[config.mk]
export PLATFORM = sky130hd
export DESIGN_NAME = shvt_ctrl
export DESIGN_NICKNAME = d
export VERILOG_FILES = /design/src/rtl/shvt_pkg.sv /design/src/rtl/shvt_ctrl.sv
export SDC_FILE = /design/constraint.sdc
export NUM_CORES = 1
export LEC_CHECK = 0
export ABC_AREA = 1
export BUFFER_PORTS_ARGS = -buffer_cell sky130_fd_sc_hd__clkbuf_2
export CORE_AREA = 4 4 41 43
export CTS_CLUSTER_DIAMETER = 120
export DETAILED_ROUTE_END_ITERATION = 7
export DIE_AREA = 0 0 45 47
export GPL_TIMING_DRIVEN = 0
export PLACE_DENSITY = 0.56
export SLEW_MARGIN = 20
export SYNTH_ARGS = -nofsm -noshare
export SYNTH_HDL_FRONTEND = slang
export SYNTH_SLANG_ARGS = --single-unit
[constraint.sdc]
create_clock -name clk -period 2.05 [get_ports clk]
set_clock_uncertainty 0.1 [all_clocks]
set_input_delay 0.1025 -clock clk [delete_from_list [all_inputs] [get_ports clk]]
set_output_delay 0.1025 -clock clk [all_outputs]
set_load 0.02 [all_outputs]
[src/rtl/shvt_pkg.sv]
package shvt_pkg;

    // default sizing for the top-level parameters
    localparam int SLOT_COUNT_DEF = 256;
    localparam int VALUE_BITS_DEF = 32;

    // fixed field and register widths
    localparam int HASH_BITS       = 64;
    localparam int TABLE_SIZE_BITS = 9;
    localparam int KEY_BITS        = 8;
    localparam int WORD_BITS       = 32;
    localparam int SLOT_OUT_BITS   = 8;

    localparam logic [TABLE_SIZE_BITS-1:0] TABLE_SIZE_RESET = 9'd256;

    // request and completion codes
    localparam logic [1:0] REQ_GET  = 2'd0;
    localparam logic [1:0] REQ_SET  = 2'd1;
    localparam logic [1:0] REQ_FILL = 2'd2;

    typedef struct packed {
        logic [1:0]           req_type;
        logic [KEY_BITS-1:0]  key_byte;
        logic                 key_last;
        logic [WORD_BITS-1:0] write_value;
    } req_t;

    typedef struct packed {
        logic [WORD_BITS-1:0]     read_value;
        logic [SLOT_OUT_BITS-1:0] slot_index;
        logic [1:0]               done_kind;
    } rsp_t;

    // controller to datapath
    typedef struct packed {
        logic accept;
        logic div_step;
        logic ram_en;
        logic ram_we;
        logic sweep_en;
        logic sweep_clear;
        logic load_out;
    } ctrl_cmd_t;

    // datapath to controller
    typedef struct packed {
        logic [1:0] in_kind;
        logic       in_last;
        logic [1:0] kind;
        logic       div_last;
        logic       sweep_last;
    } dp_status_t;

endpackage

[src/rtl/shvt_ctrl.sv]
module shvt_ctrl (
    input  logic                 clk,
    input  logic                 rst_n,
    input  logic                 req_valid,
    output logic                 req_stall,
    output logic                 rsp_valid,
    input  logic                 rsp_stall,
    input  shvt_pkg::dp_status_t status,
    output shvt_pkg::ctrl_cmd_t  cmd
);
    import shvt_pkg::*;

    typedef enum logic [2:0] {
        S_CLEAR,
        S_IDLE,
        S_DIV,
        S_ACCESS,
        S_FILL,
        S_DONE
    } state_t;

    state_t state_reg, state_next;
    logic   rsp_valid_reg, rsp_valid_next;

    // next state and datapath commands
    always_comb
    begin
        state_next     = state_reg;
        rsp_valid_next = rsp_valid_reg && rsp_stall;
        cmd            = '0;
        unique case (state_reg)
            S_CLEAR:
            begin
                cmd.sweep_en    = 1'b1;
                cmd.sweep_clear = 1'b1;
                cmd.ram_en      = 1'b1;
                cmd.ram_we      = 1'b1;
                if (status.sweep_last)
                begin
                    state_next = S_IDLE;
                end
            end
            S_IDLE:
            begin
                if (req_valid)
                begin
                    cmd.accept = 1'b1;
                    case (status.in_kind) inside
                        REQ_GET, REQ_SET:
                        begin
                            if (status.in_last)
                            begin
                                state_next = S_DIV;
                            end
                        end
                        REQ_FILL:
                        begin
                            state_next = S_FILL;
                        end
                        default:
                        begin
                        end
                    endcase
                end
            end
            S_DIV:
            begin
                cmd.div_step = 1'b1;
                if (status.div_last)
                begin
                    state_next = S_ACCESS;
                end
            end
            S_ACCESS:
            begin
                cmd.ram_en = 1'b1;
                cmd.ram_we = (status.kind == REQ_SET);
                state_next = S_DONE;
            end
            S_FILL:
            begin
                cmd.sweep_en = 1'b1;
                cmd.ram_en   = 1'b1;
                cmd.ram_we   = 1'b1;
                if (status.sweep_last)
                begin
                    state_next = S_DONE;
                end
            end
            S_DONE:
            begin
                if (!rsp_valid_reg || !rsp_stall)
                begin
                    cmd.load_out   = 1'b1;
                    rsp_valid_next = 1'b1;
                    state_next     = S_IDLE;
                end
            end
            default:
            begin
                state_next = S_IDLE;
            end
        endcase
    end

    // state and registered outputs
    always_ff @(posedge clk or negedge rst_n)
    begin
        if (!rst_n)
        begin
            state_reg     <= S_CLEAR;
            rsp_valid_reg <= 1'b0;
        end
        else
        begin
            state_reg     <= state_next;
            rsp_valid_reg <= rsp_valid_next;
        end
    end

    assign req_stall = (state_reg != S_IDLE);
    assign rsp_valid = rsp_valid_reg;

`ifndef SYNTHESIS
    // never overwrite a result beat still waiting
    a_no_overwrite: assert property (@(posedge clk) disable iff (!rst_n)
        cmd.load_out |-> !(rsp_valid_reg && rsp_stall))
        else $error("result beat overwritten");

    // an accepted fill goes straight to the sweep
    a_fill_starts: assert property (@(posedge clk) disable iff (!rst_n)
        (state_reg == S_IDLE && req_valid && status.in_kind == REQ_FILL)
        |=> (state_reg == S_FILL))
        else $error("fill did not start");

    // a result beat only appears after the done state
    a_valid_from_done: assert property (@(posedge clk) disable iff (!rst_n)
        $rose(rsp_valid_reg) |-> ($past(state_reg) == S_DONE))
        else $error("result beat out of sequence");
`endif

endmodule

**Word level (Yosys, flattened, before mapping)**

Cells that the tools add are included.

- Register bits: 4
- Latch bits: 0
- RAM bits: 0
- Memory bits (read-only): 0
- Output and inout bits: 9
- Memories kept: 0

- $add $sub $neg: 0
- Multiply operators: 0
- Div/mod/pow operators: 0
- Magnitude comparators: 0
- Equality and inequality tests: 16
- Shifts and indexed selects: 0
- Multiplexer cells: 19
- Bitwise logic cells: 0
- Reductions and logical operators: 9

Operators with widths:

| operator | number |
|---|---|
| $mux W3 | 8 |
| $pmux W3 S6 | 1 |
| $ne A2 B2 Y1 const B | 5 |
| $mux W1 | 9 |
| $reduce_and A7 Y1 | 1 |
| $eq A3 B2 Y1 const B | 2 |
| $eq A3 B3 Y1 const B | 2 |
| $eq A2 B1 Y1 const B | 2 |
| $pmux W2 S2 | 1 |
| $reduce_or A2 Y1 | 2 |
| $eq A3 B1 Y1 const B | 1 |
| $logic_not A3 Y1 | 1 |
| $ne A3 B1 Y1 const B | 1 |
| $ne A3 B2 Y1 const B | 1 |
| $ne A3 B3 Y1 const B | 1 |
| $eq A2 B2 Y1 const B | 1 |
| $logic_not A1 Y1 | 2 |
| $logic_not A2 Y1 | 1 |
| $logic_and A1 B1 Y1 | 1 |
| $logic_or A1 B1 Y1 | 1 |

**Logic depth before layout (Yosys ltp)**

Gate-level depths: netlist (run 1).

- Depth in word-level cells: 5
- Mapped depth: 8

**Least setup slack after synthesis (run 1)**

OpenSTA, ideal clock, no wires.

- Path kind: register -> register
- Start point: register state_reg[1]
- End point: register state_reg[2]
- Setup time: 65 ps
- Arrival: 1330 ps
- Data required time: 1885 ps
- Slack: 555 ps
- Cell stages (with the launch flop): 8
- Clock period less this slack: 1495 ps
- Path through: dfrtp_1 -> nor2_1 -> inv_2 -> nand2_1 -> nand2_1 -> nand2_1 -> nand3_1 -> nand2_1

- Longest elaborated chain between the ends: 3
- Elaborated cells on any way between the ends: 15

Ends and longest elaborated chain:

| item | line | text |
|---|---|---|
| start, declared | shvt_ctrl.sv:22 | `state_t state_reg, state_next;` |
| start signal, assigned | shvt_ctrl.sv:116 | `state_reg <= state_next;` |
| $eq A3 B1 Y1, or another cell as far along | shvt_ctrl.sv:31 | `unique case (state_reg)` |
| $ne A3 B2 Y1 (no line), or another cell as far along | - |  |
| $reduce_and A7 Y1 (no line) | - |  |

Several ways; a longest one is shown, not always the timed one.
A chain may end at the register's enable or synchronous reset.

==> reports/results.ini, run 1 <==
[global_route]
grt_pass1_wl_um=1390
overflow=0
grtUsageMet2_pct=13.8
grt_max_degree=8
antenna_found_initial=0
grt_pass1_vias=374
grt_use_met1_pct=11.3
met3_usage_pct=2.30
grt_use_total_pct=9.21
top_usage_layer=met2

[power_and_ir_drop]
seqPwrFrac_pct=20.8
p_sw_share_pct=53.7
p_per_area_nw_per_um2=1460
power.static_leakage_uw=0.000326
combinationalPowerShare_pct=65.9
internal-power_uw=333
power.switching_uw=386
peakVddDrop_uv=639
p_clk_share_pct=13.3

[setup_path]
arrival_ns=1.35
startpoint=state_reg[2]
path_max_fanout=6
start_kind=register
slowest_delay_ns=0.45
r2r_cells=7
crit_type=register to output pin
crit_required_ns=1.85
rr_startpoint=state_reg[2]
crit_buf_inv=1
worstPathCellList=nor2_2 -> nand2_1 -> o31ai_1 -> clkbuf_2
r2r_end=state_reg[0]
critPathCapture=cmd[3]
cp_top_family=flip-flops
crit_cells=4
r2r_slack_ns=0.76
critical_path.endpoint_type=output pin
critPathSlowestCell=dfrtp_1

[synth]
synth_fa_ha_area_share_pct=0
yosys_warnings=0
synth_edf_count=0
synth_top_cells_by_count=nand2_1 (17), inv_1 (8), nand3_1 (7), inv_2 (5)
yosys.area_share.simple_pct=51.9
syn_area_um2=335
synthTopCellsByArea=dfrtp_1 (30%), nand2_1 (19%), nand3_1 (10%)
synth_top_family_by_area=simple AND/OR/NAND/NOR gates
async_flop_share_pct=100
synth.distinct_cells=12
synth_compound_area_share_pct=3.73
synth.most_common_cell=nand2_1
synth_nets=66
syn_inst=55
yosys.area.top_type_share_pct=29.9
syn_avg_cell_area_um2=6.10
synth_mux_area_share_pct=0
yosysTopAreaCell=dfrtp_1
synth-xor-area-share_pct=0
ys_ff_latch=4
ys_seq_area_share_pct=29.9
ys.flop_type=dfrtp_1

[clocking]
hold_buffers=2
clk_pin_slew_worst_paths_ns=0.04
clockBufferDepth=2
htreeDepth=1
cts_num_sinks=4
cts_resized=0
cts_made_buffers=3
cts_tree=yes
postCtsSetupBuffers=0
root_buffer=clkbuf_4
clock_latency_ns=0.23

[detailed_routing]
drtIter0Drc=3
first_pass_iters=3
drt-total-wl_um=784
avgViaCountPerCell=4.09
drc=0
vias=384
detail_route.wl_per_cell_um=8.34
final_antenna_net_count=0

[layout]
nets=92
postLayoutCellArea_um2=492
fillCellCount=160
areaGrowthSynthToFinish_pct=46.6
layout-drive-gt1-share_pct=41.8
largest_register_ffs=3
antenna_cells=0

[timing]
hold_viol_final=0
setup_viol=0
rsz0062_at_grt=no
clock.fmax_mhz=642
max_slew_margin_pct=83.3
worstMarginPinSlew_ns=0.251
period_share_pct=76.0
drv_slew=0
period_needed_ns=1.56
finalSetupTns_ns=0

[run_status]
status=finished clean

[floorplan]
core-area_um2=1300
die_height_um=47
design.die.area_um2=2120
row_count=13
die-width_um=45
floorplan.initialDensity_pct=25.8
pin_count=20

[placement]
dpl_cell_area_um2=449
io_buffer_count=19
place_hpwl_um=648
place_congestion=0.809

[job]
cap_viol_max_count=0

[worst_hold_path]
min_path_type=input port to register

-- metal layers --
layer | share of wire, % | vias to the layer above
met4 | 0 | 0
li1 | - | 214
met2 | 47 | 13
met1 | 47 | 157
met5 | 0 | -
met3 | 5.5 | 0
-- stage by stage --
| step | total power, uW | util [%] | worst slack (ns) | hold slack (ns) | instances |
|---|---|---|---|---|---|
| floorplan | 497 | - | 0.555 | -0.293 | 55 |
| global route | 798 | 37.8 | 0.361 | 0.0904 | 94 |
| finish | 720 | 37.8 | 0.493 | 0.0626 | 94 |
| global placement | 628 | 34.5 | 0.729 | -0.189 | 89 |
| detailed placement | 628 | 34.5 | 0.726 | -0.189 | 89 |
| CTS | 731 | 37.8 | 0.478 | 0.0639 | 94 |
-- placed cells by master (no fill, tap or decap) --
cell type | Yosys | layout
clkbuf_2 | 0 | 19
nand2_1 | 17 | 17
inv_1 | 8 | 8
nand3_1 | 7 | 7
inv_2 | 5 | 5
nor2_1 | 4 | 4
dfrtp_1 | 4 | 4
nand2_2 | 3 | 3
clkbuf_4 | 0 | 3
nor2_4 | 2 | 2
nand4_1 | 2 | 2
dlygate4sd3_1 | 0 | 2
nor2_2 | 1 | 1
o31ai_1 | 1 | 1
o21ai_0 | 1 | 1
-- cells by family (layout without fill, tap and decap cells) --
group                  Yosys count  in the layout
flip-flops                       4              4
buffers and inverters           13             37
AO/OA/AOI/OAI                    2              2
AND/OR/NAND/NOR                 36             36
-- tightest hold or removal path: cells and delay by family --
kind	cells	cell delay (ns)
AND/OR/NAND/NOR	2	0.15
buffers and inverters	2	0.11
-- how the worst min path moves through the flow --
stage,cells after the start,startpoint,endpoint
floorplan,0,rst_n,rsp_valid
global placement,1,rst_n,state_reg[0]
detailed placement,1,rst_n,state_reg[1]
CTS,4,status[1],state_reg[1]
global route,4,status[1],state_reg[1]
finish,4,status[1],state_reg[1]
-- power groups by stage --
stage / sequential, uW / clock (uW) / combinational [uW]
final: 150 / 95.4 / 475
after floorplan: 149 / 0 / 348
after detailed placement: 151 / 0 / 476
after CTS: 150 / 98.7 / 482
after global placement: 150 / 0 / 477
after global routing: 156 / 108 / 535
-- area by class of cell --
class / count / area [um^2] / area share [%]
well taps: 15 / 18.8 / 3.82
multi-input cells: 38 / 186 / 37.9
clock buffers: 3 / 22.5 / 4.58
flip-flops and latches: 4 / 100 / 20.4
inverters: 13 / 48.8 / 9.92
repair buffers: 21 / 115 / 23.4
Power figures use the tool's default switching activity.
==> run 2: changes to the inputs <==
Settings changed: PLACE_DENSITY 0.56 to 0.58.
Clock period 2.05 ns to 1.29 ns, I/O delays scaled along.
==> reports/results.ini, run 2 (same netlist as run 1, synthesis figures left out) <==
[global_route]
antenna_found_initial=0  ; unchanged
grt_max_degree=7  ; -1
grtUsageMet2_pct=20.6  ; +6.8 points
grt_use_total_pct=10.9  ; +1.7 points
overflow=0  ; unchanged
grt_pass1_vias=449  ; +20%
grt_pass1_wl_um=1700  ; +22%
top_usage_layer=met2
grt_use_met1_pct=11.7  ; +0.43 points
met3_usage_pct=0.383  ; -1.9 points

[layout]
layout-drive-gt1-share_pct=66.3  ; +25 points
layout_common_cells=nand2_1 (12), clkbuf_2 (11), inv_1 (8), buf_6 (8), nand2_2 (7)
final_util_pct=55.3  ; +17 points
postLayoutCellArea_um2=719  ; +46%
nets=102  ; +11%
largest_register_ffs=3  ; unchanged
areaGrowthSynthToFinish_pct=115
final_common_cell=nand2_1
antenna_cells=0  ; unchanged

[placement]
place_hpwl_um=648  ; about the same
dpl_cell_area_um2=462  ; +2.8%
dp_slack_ns=-0.0179  ; -0.744 ns
io_buffer_count=19  ; unchanged
place_congestion=0.812  ; +0.40%

[timing]
hold_ws_ns=0.0607  ; -0.00192 ns
rsz0062_at_grt=yes
worst_slack_ns=-0.138  ; -0.631 ns
hold_viol_final=0  ; unchanged
finalSetupTns_ns=-0.751  ; -0.751 ns
period_needed_ns=1.43
clock.fmax_mhz=700
worstMarginPinSlew_ns=0.215  ; -0.0360 ns
drv_slew=0  ; unchanged
max_slew_margin_pct=85.6  ; +2.4 points
period_share_pct=111
setup_viol=9  ; +9

[power_and_ir_drop]
power.static_leakage_uw=0.000410  ; +26%
p_per_area_nw_per_um2=2550  ; +74%
peakVddDrop_uv=1200  ; +88%

[clocking]
clockBufferDepth=2  ; unchanged
htreeDepth=1  ; unchanged
cts_num_sinks=4  ; unchanged
cts_tree=yes
cts_made_buffers=3  ; unchanged
clock_latency_ns=0.23  ; about the same
root_buffer=clkbuf_4
clk_pin_slew_worst_paths_ns=0.03  ; about the same

[setup_path]
critical_path.endpoint_type=output pin
slowest_delay_ns=0.44  ; about the same
crit_cells=4  ; unchanged
crit_required_ns=1.13  ; -0.72 ns
arrival_ns=1.26  ; -0.09 ns
critPathSlowestCell=dfrtp_2
start_kind=register
worstPathCellList=nor2_4 -> nand2_2 -> nor2_1 -> buf_4
r2r_cells=9  ; +2
crit_type=register to output pin
crit_buf_inv=1  ; unchanged
path_max_fanout=5  ; -1
cp_top_family=flip-flops

[detailed_routing]
drt-total-wl_um=1110  ; +41%
final_antenna_net_count=0  ; unchanged
first_pass_iters=4  ; +1
avgViaCountPerCell=4.41  ; +8.0%
drc=0  ; unchanged
detail_route.wl_per_cell_um=10.6  ; +28%
drtIter0Drc=3  ; unchanged
vias=459  ; +20%

[worst_hold_path]
min_path_type=input port to register
hold_depth=4  ; unchanged

[floorplan]
pin_count=20  ; unchanged
floorplan.initialDensity_pct=25.8  ; unchanged
core-area_um2=1300  ; unchanged
row_count=13  ; unchanged
die-width_um=45  ; unchanged
die_height_um=47  ; unchanged
design.die.area_um2=2120  ; unchanged

[job]
cap_viol_max_count=0  ; unchanged

[run_status]
violations=setup timing
status=finished, violations left

## run 2: area by class of cell
type                    instances  area (um^2)
clock buffers                   3         22.5
multi-input cells              38          250
repair buffers                 31          273
inverters                      13         51.3
flip-flops and latches          4          104
fillers                       132          582
well taps                      15         18.8
## run 2: worst reg2reg max path, stage by stage, from the launching register on
cell     delay [ns]
dfrtp_2        0.43
inv_2          0.09
nor2_4         0.06
buf_6          0.12
nand3_2        0.05
nand2_2        0.06
nor2_4         0.15
nand2_2        0.08
nand2_1        0.06
nand2_1        0.05
## run 2: report_power, final
group          leakage, uW  internal [uW]  switching (uW)  total, uW
Sequential       0.0000473            183            64.8        248
Clock            0.0000138            104            46.2        150
Combinational     0.000349            706             732       1440
## run 2: path summary, 6_finish.rpt
| check | startpoint | end | slack (ns) |
|---|---|---|---|
| min in group asynchronous | rst_n | rsp_valid | 0.08 |
| max in group asynchronous | rst_n | state_reg[0] | 0.88 |
| worst max register to register | state_reg[0] | state_reg[0] | -0.08 |
| worst min-delay path | status[1] | state_reg[1] | 0.06 |
| worst max-delay path | state_reg[1] | cmd[0] | -0.14 |
| worst min register to register | rsp_valid | rsp_valid | 0.42 |
## run 2: stage by stage
| stage | instances | total power, uW |
|---|---|---|
| after floorplan | 55 | 820 |
| after global placement | 89 | 1030 |
| after detailed placement | 89 | 1030 |
| after CTS | 102 | 1610 |
| after global routing | 104 | 1950 |
| final | 104 | 1840 |
## run 2: per-layer routing
layer  part of all wire [%]  wire [um]  vias up
li1                       -          -      236
met1                     38        418      211
met2                     56        619       12
met3                    6.1         68        0
met4                      0          0        0
met5                      0          0        -
## run 2: timing repair
item                                    4_1_cts  5_1_grt
setup buffers                                 8        2
resized for setup                            26       18
hold buffers                                  2        0
endpoints found under the setup margin       10       11
cloned                                        0        0
endpoints found under the hold margin         5        0
pin swaps                                     7        8
==> run 3: changes to the inputs <==
Settings changed: PLACE_DENSITY 0.58 to 0.56.
Clock period 1.29 ns to 1.4 ns, I/O delays scaled along.
==> reports/results.ini, run 3 (same netlist as run 1, synthesis figures left out) <==
[detailed_routing]
avgViaCountPerCell=4.14  ; -6.2%
drt-total-wl_um=850  ; -23%
detail_route.wl_per_cell_um=8.59  ; -19%
drc=0  ; unchanged
vias=410  ; -11%
drtIter0Drc=5  ; +2
first_pass_iters=4  ; unchanged
final_antenna_net_count=0  ; unchanged

[timing]
clock.fmax_mhz=717
max_slew_margin_pct=87.9  ; +2.3 points
drv_slew=0  ; unchanged
period_share_pct=99.6
rsz0062_at_grt=yes
hold_viol_final=0  ; unchanged
period_needed_ns=1.40
worst_slack_ns=0.00498  ; +0.143 ns
worstMarginPinSlew_ns=0.180  ; -0.0354 ns
setup_viol=0  ; -9

[layout]
antenna_cells=0  ; unchanged
layout-drive-gt1-share_pct=53.6  ; -13 points
seqCellArea_um2=104  ; unchanged
layout_common_cells=nand2_1 (16), clkbuf_2 (14), buf_4 (9)
fillCellCount=151  ; +14%
multi_input_area_um2=209  ; -17%
nets=97  ; -4.9%
postLayoutCellArea_um2=577  ; -20%
largest_register_ffs=3  ; unchanged
areaGrowthSynthToFinish_pct=72.0
final_common_cell=nand2_1

[setup_path]
critical_path.endpoint_type=output pin
path_max_fanout=3  ; -2
slowest_delay_ns=0.43  ; about the same
crit_required_ns=1.23  ; +0.10 ns
crit_buf_inv=3  ; +2
cp_top_family=flip-flops
critPathSlowestCell=dfrtp_2
crit_type=register to output pin
worstPathCellList=buf_4 -> nor2_4 -> inv_2 -> nand2_1 -> clkbuf_8
start_kind=register
arrival_ns=1.23  ; -0.03 ns

[global_route]
grt_use_total_pct=9.83  ; -1.0 points
overflow=0  ; unchanged
grt_pass1_wl_um=1490  ; -12%
antenna_found_initial=0  ; unchanged
grt_max_degree=7  ; unchanged
grt_pass1_vias=395  ; -12%

[clocking]
clockBufferDepth=2  ; unchanged
cts_made_buffers=3  ; unchanged
clk_pin_slew_worst_paths_ns=0.03  ; about the same
clock_latency_ns=0.23  ; about the same
root_buffer=clkbuf_4
htreeDepth=1  ; unchanged
cts_tree=yes
cts_num_sinks=4  ; unchanged

[power_and_ir_drop]
peakVddDrop_uv=866  ; -28%
p_per_area_nw_per_um2=2210  ; -14%
power.static_leakage_uw=0.000357  ; -13%

[placement]
dp_slack_ns=0.102  ; +0.120 ns
io_buffer_count=19  ; unchanged
place_congestion=0.828  ; +1.9%
place_hpwl_um=653  ; +0.72%
dpl_cell_area_um2=452  ; -2.2%

[floorplan]
core-area_um2=1300  ; unchanged
design.die.area_um2=2120  ; unchanged
die-width_um=45  ; unchanged
pin_count=20  ; unchanged
die_height_um=47  ; unchanged
row_count=13  ; unchanged
floorplan.initialDensity_pct=25.8  ; unchanged

[worst_hold_path]
min_path_type=input port to register

[job]
cap_viol_max_count=0  ; unchanged

[run_status]
status=finished clean

## run 3: cell count changes in the layout (fill, tap and decap cells not counted), sizes merged
cell    before  now
buf         16    9
clkbuf      16   18
## run 3: worst paths after layout
kind	start	to	depth (start not counted)	slack, ns
worst max-delay path	state_reg[1]	cmd[4]	5	0.005
worst min-delay path	status[1]	state_reg[1]	4	0.03
worst max register to register	state_reg[1]	state_reg[2]	7	0.12
worst min register to register	rsp_valid	rsp_valid	2	0.39
max in group asynchronous	rst_n	state_reg[1]	2	0.99
min in group asynchronous	rst_n	rsp_valid	2	0.08
## run 3: report_power, final
part           switching, uW  internal [uW]  total [uW]
Combinational            532            385         918
Clock                   43.1           95.6         139
Sequential              47.0            168         215
## run 3: what timing repair did
item	CTS	global route
resized for setup	12	7
hold endpoints to repair	5	0
setup endpoints to repair	4	8
hold buffers	2	0
setup buffers	3	2
pin swaps	0	1
## run 3: layer usage
metal / routed length (um) / vias up / GRT usage (%) / share of wire (%)
met5: 0 / - / 0 / 0
met4: 8 / 0 / 7.02 / 0.94
met3: 42 / 2 / 2.30 / 4.9
met2: 429 / 13 / 16.4 / 50
met1: 370 / 170 / 11.0 / 44
li1: - / 225 / - / -
## run 3: area by class of cell
class	count	share of cell area (%)
Multi-Input combinational cell	38	36.2
Timing Repair Buffer	26	29.7
Sequential cell	4	18.0
Inverter	13	8.89
Clock buffer	3	3.90
Tap cell	15	3.25
## run 3: worst reg2reg max path, stage by stage (launching register included)
cell and delay [ns]:
dfrtp_2 0.43, buf_4 0.15, nor2_4 0.12, nand2_1 0.06
nand2_1 0.11, nor2_4 0.06, nand3_1 0.08, nand2_1 0.05
## run 3: per-stage QoR
step	utilization, %	setup TNS, ns	cells	hold WS [ns]	power, uW
floorplan	-	0	55	-0.326	734
global placement	34.7	0	89	-0.222	925
detailed placement	34.7	0	89	-0.221	926
CTS	42.4	-0.0294	97	0.0271	1220
global route	44.3	-0.252	99	0.0552	1400
finish	44.3	0	99	0.0271	1270
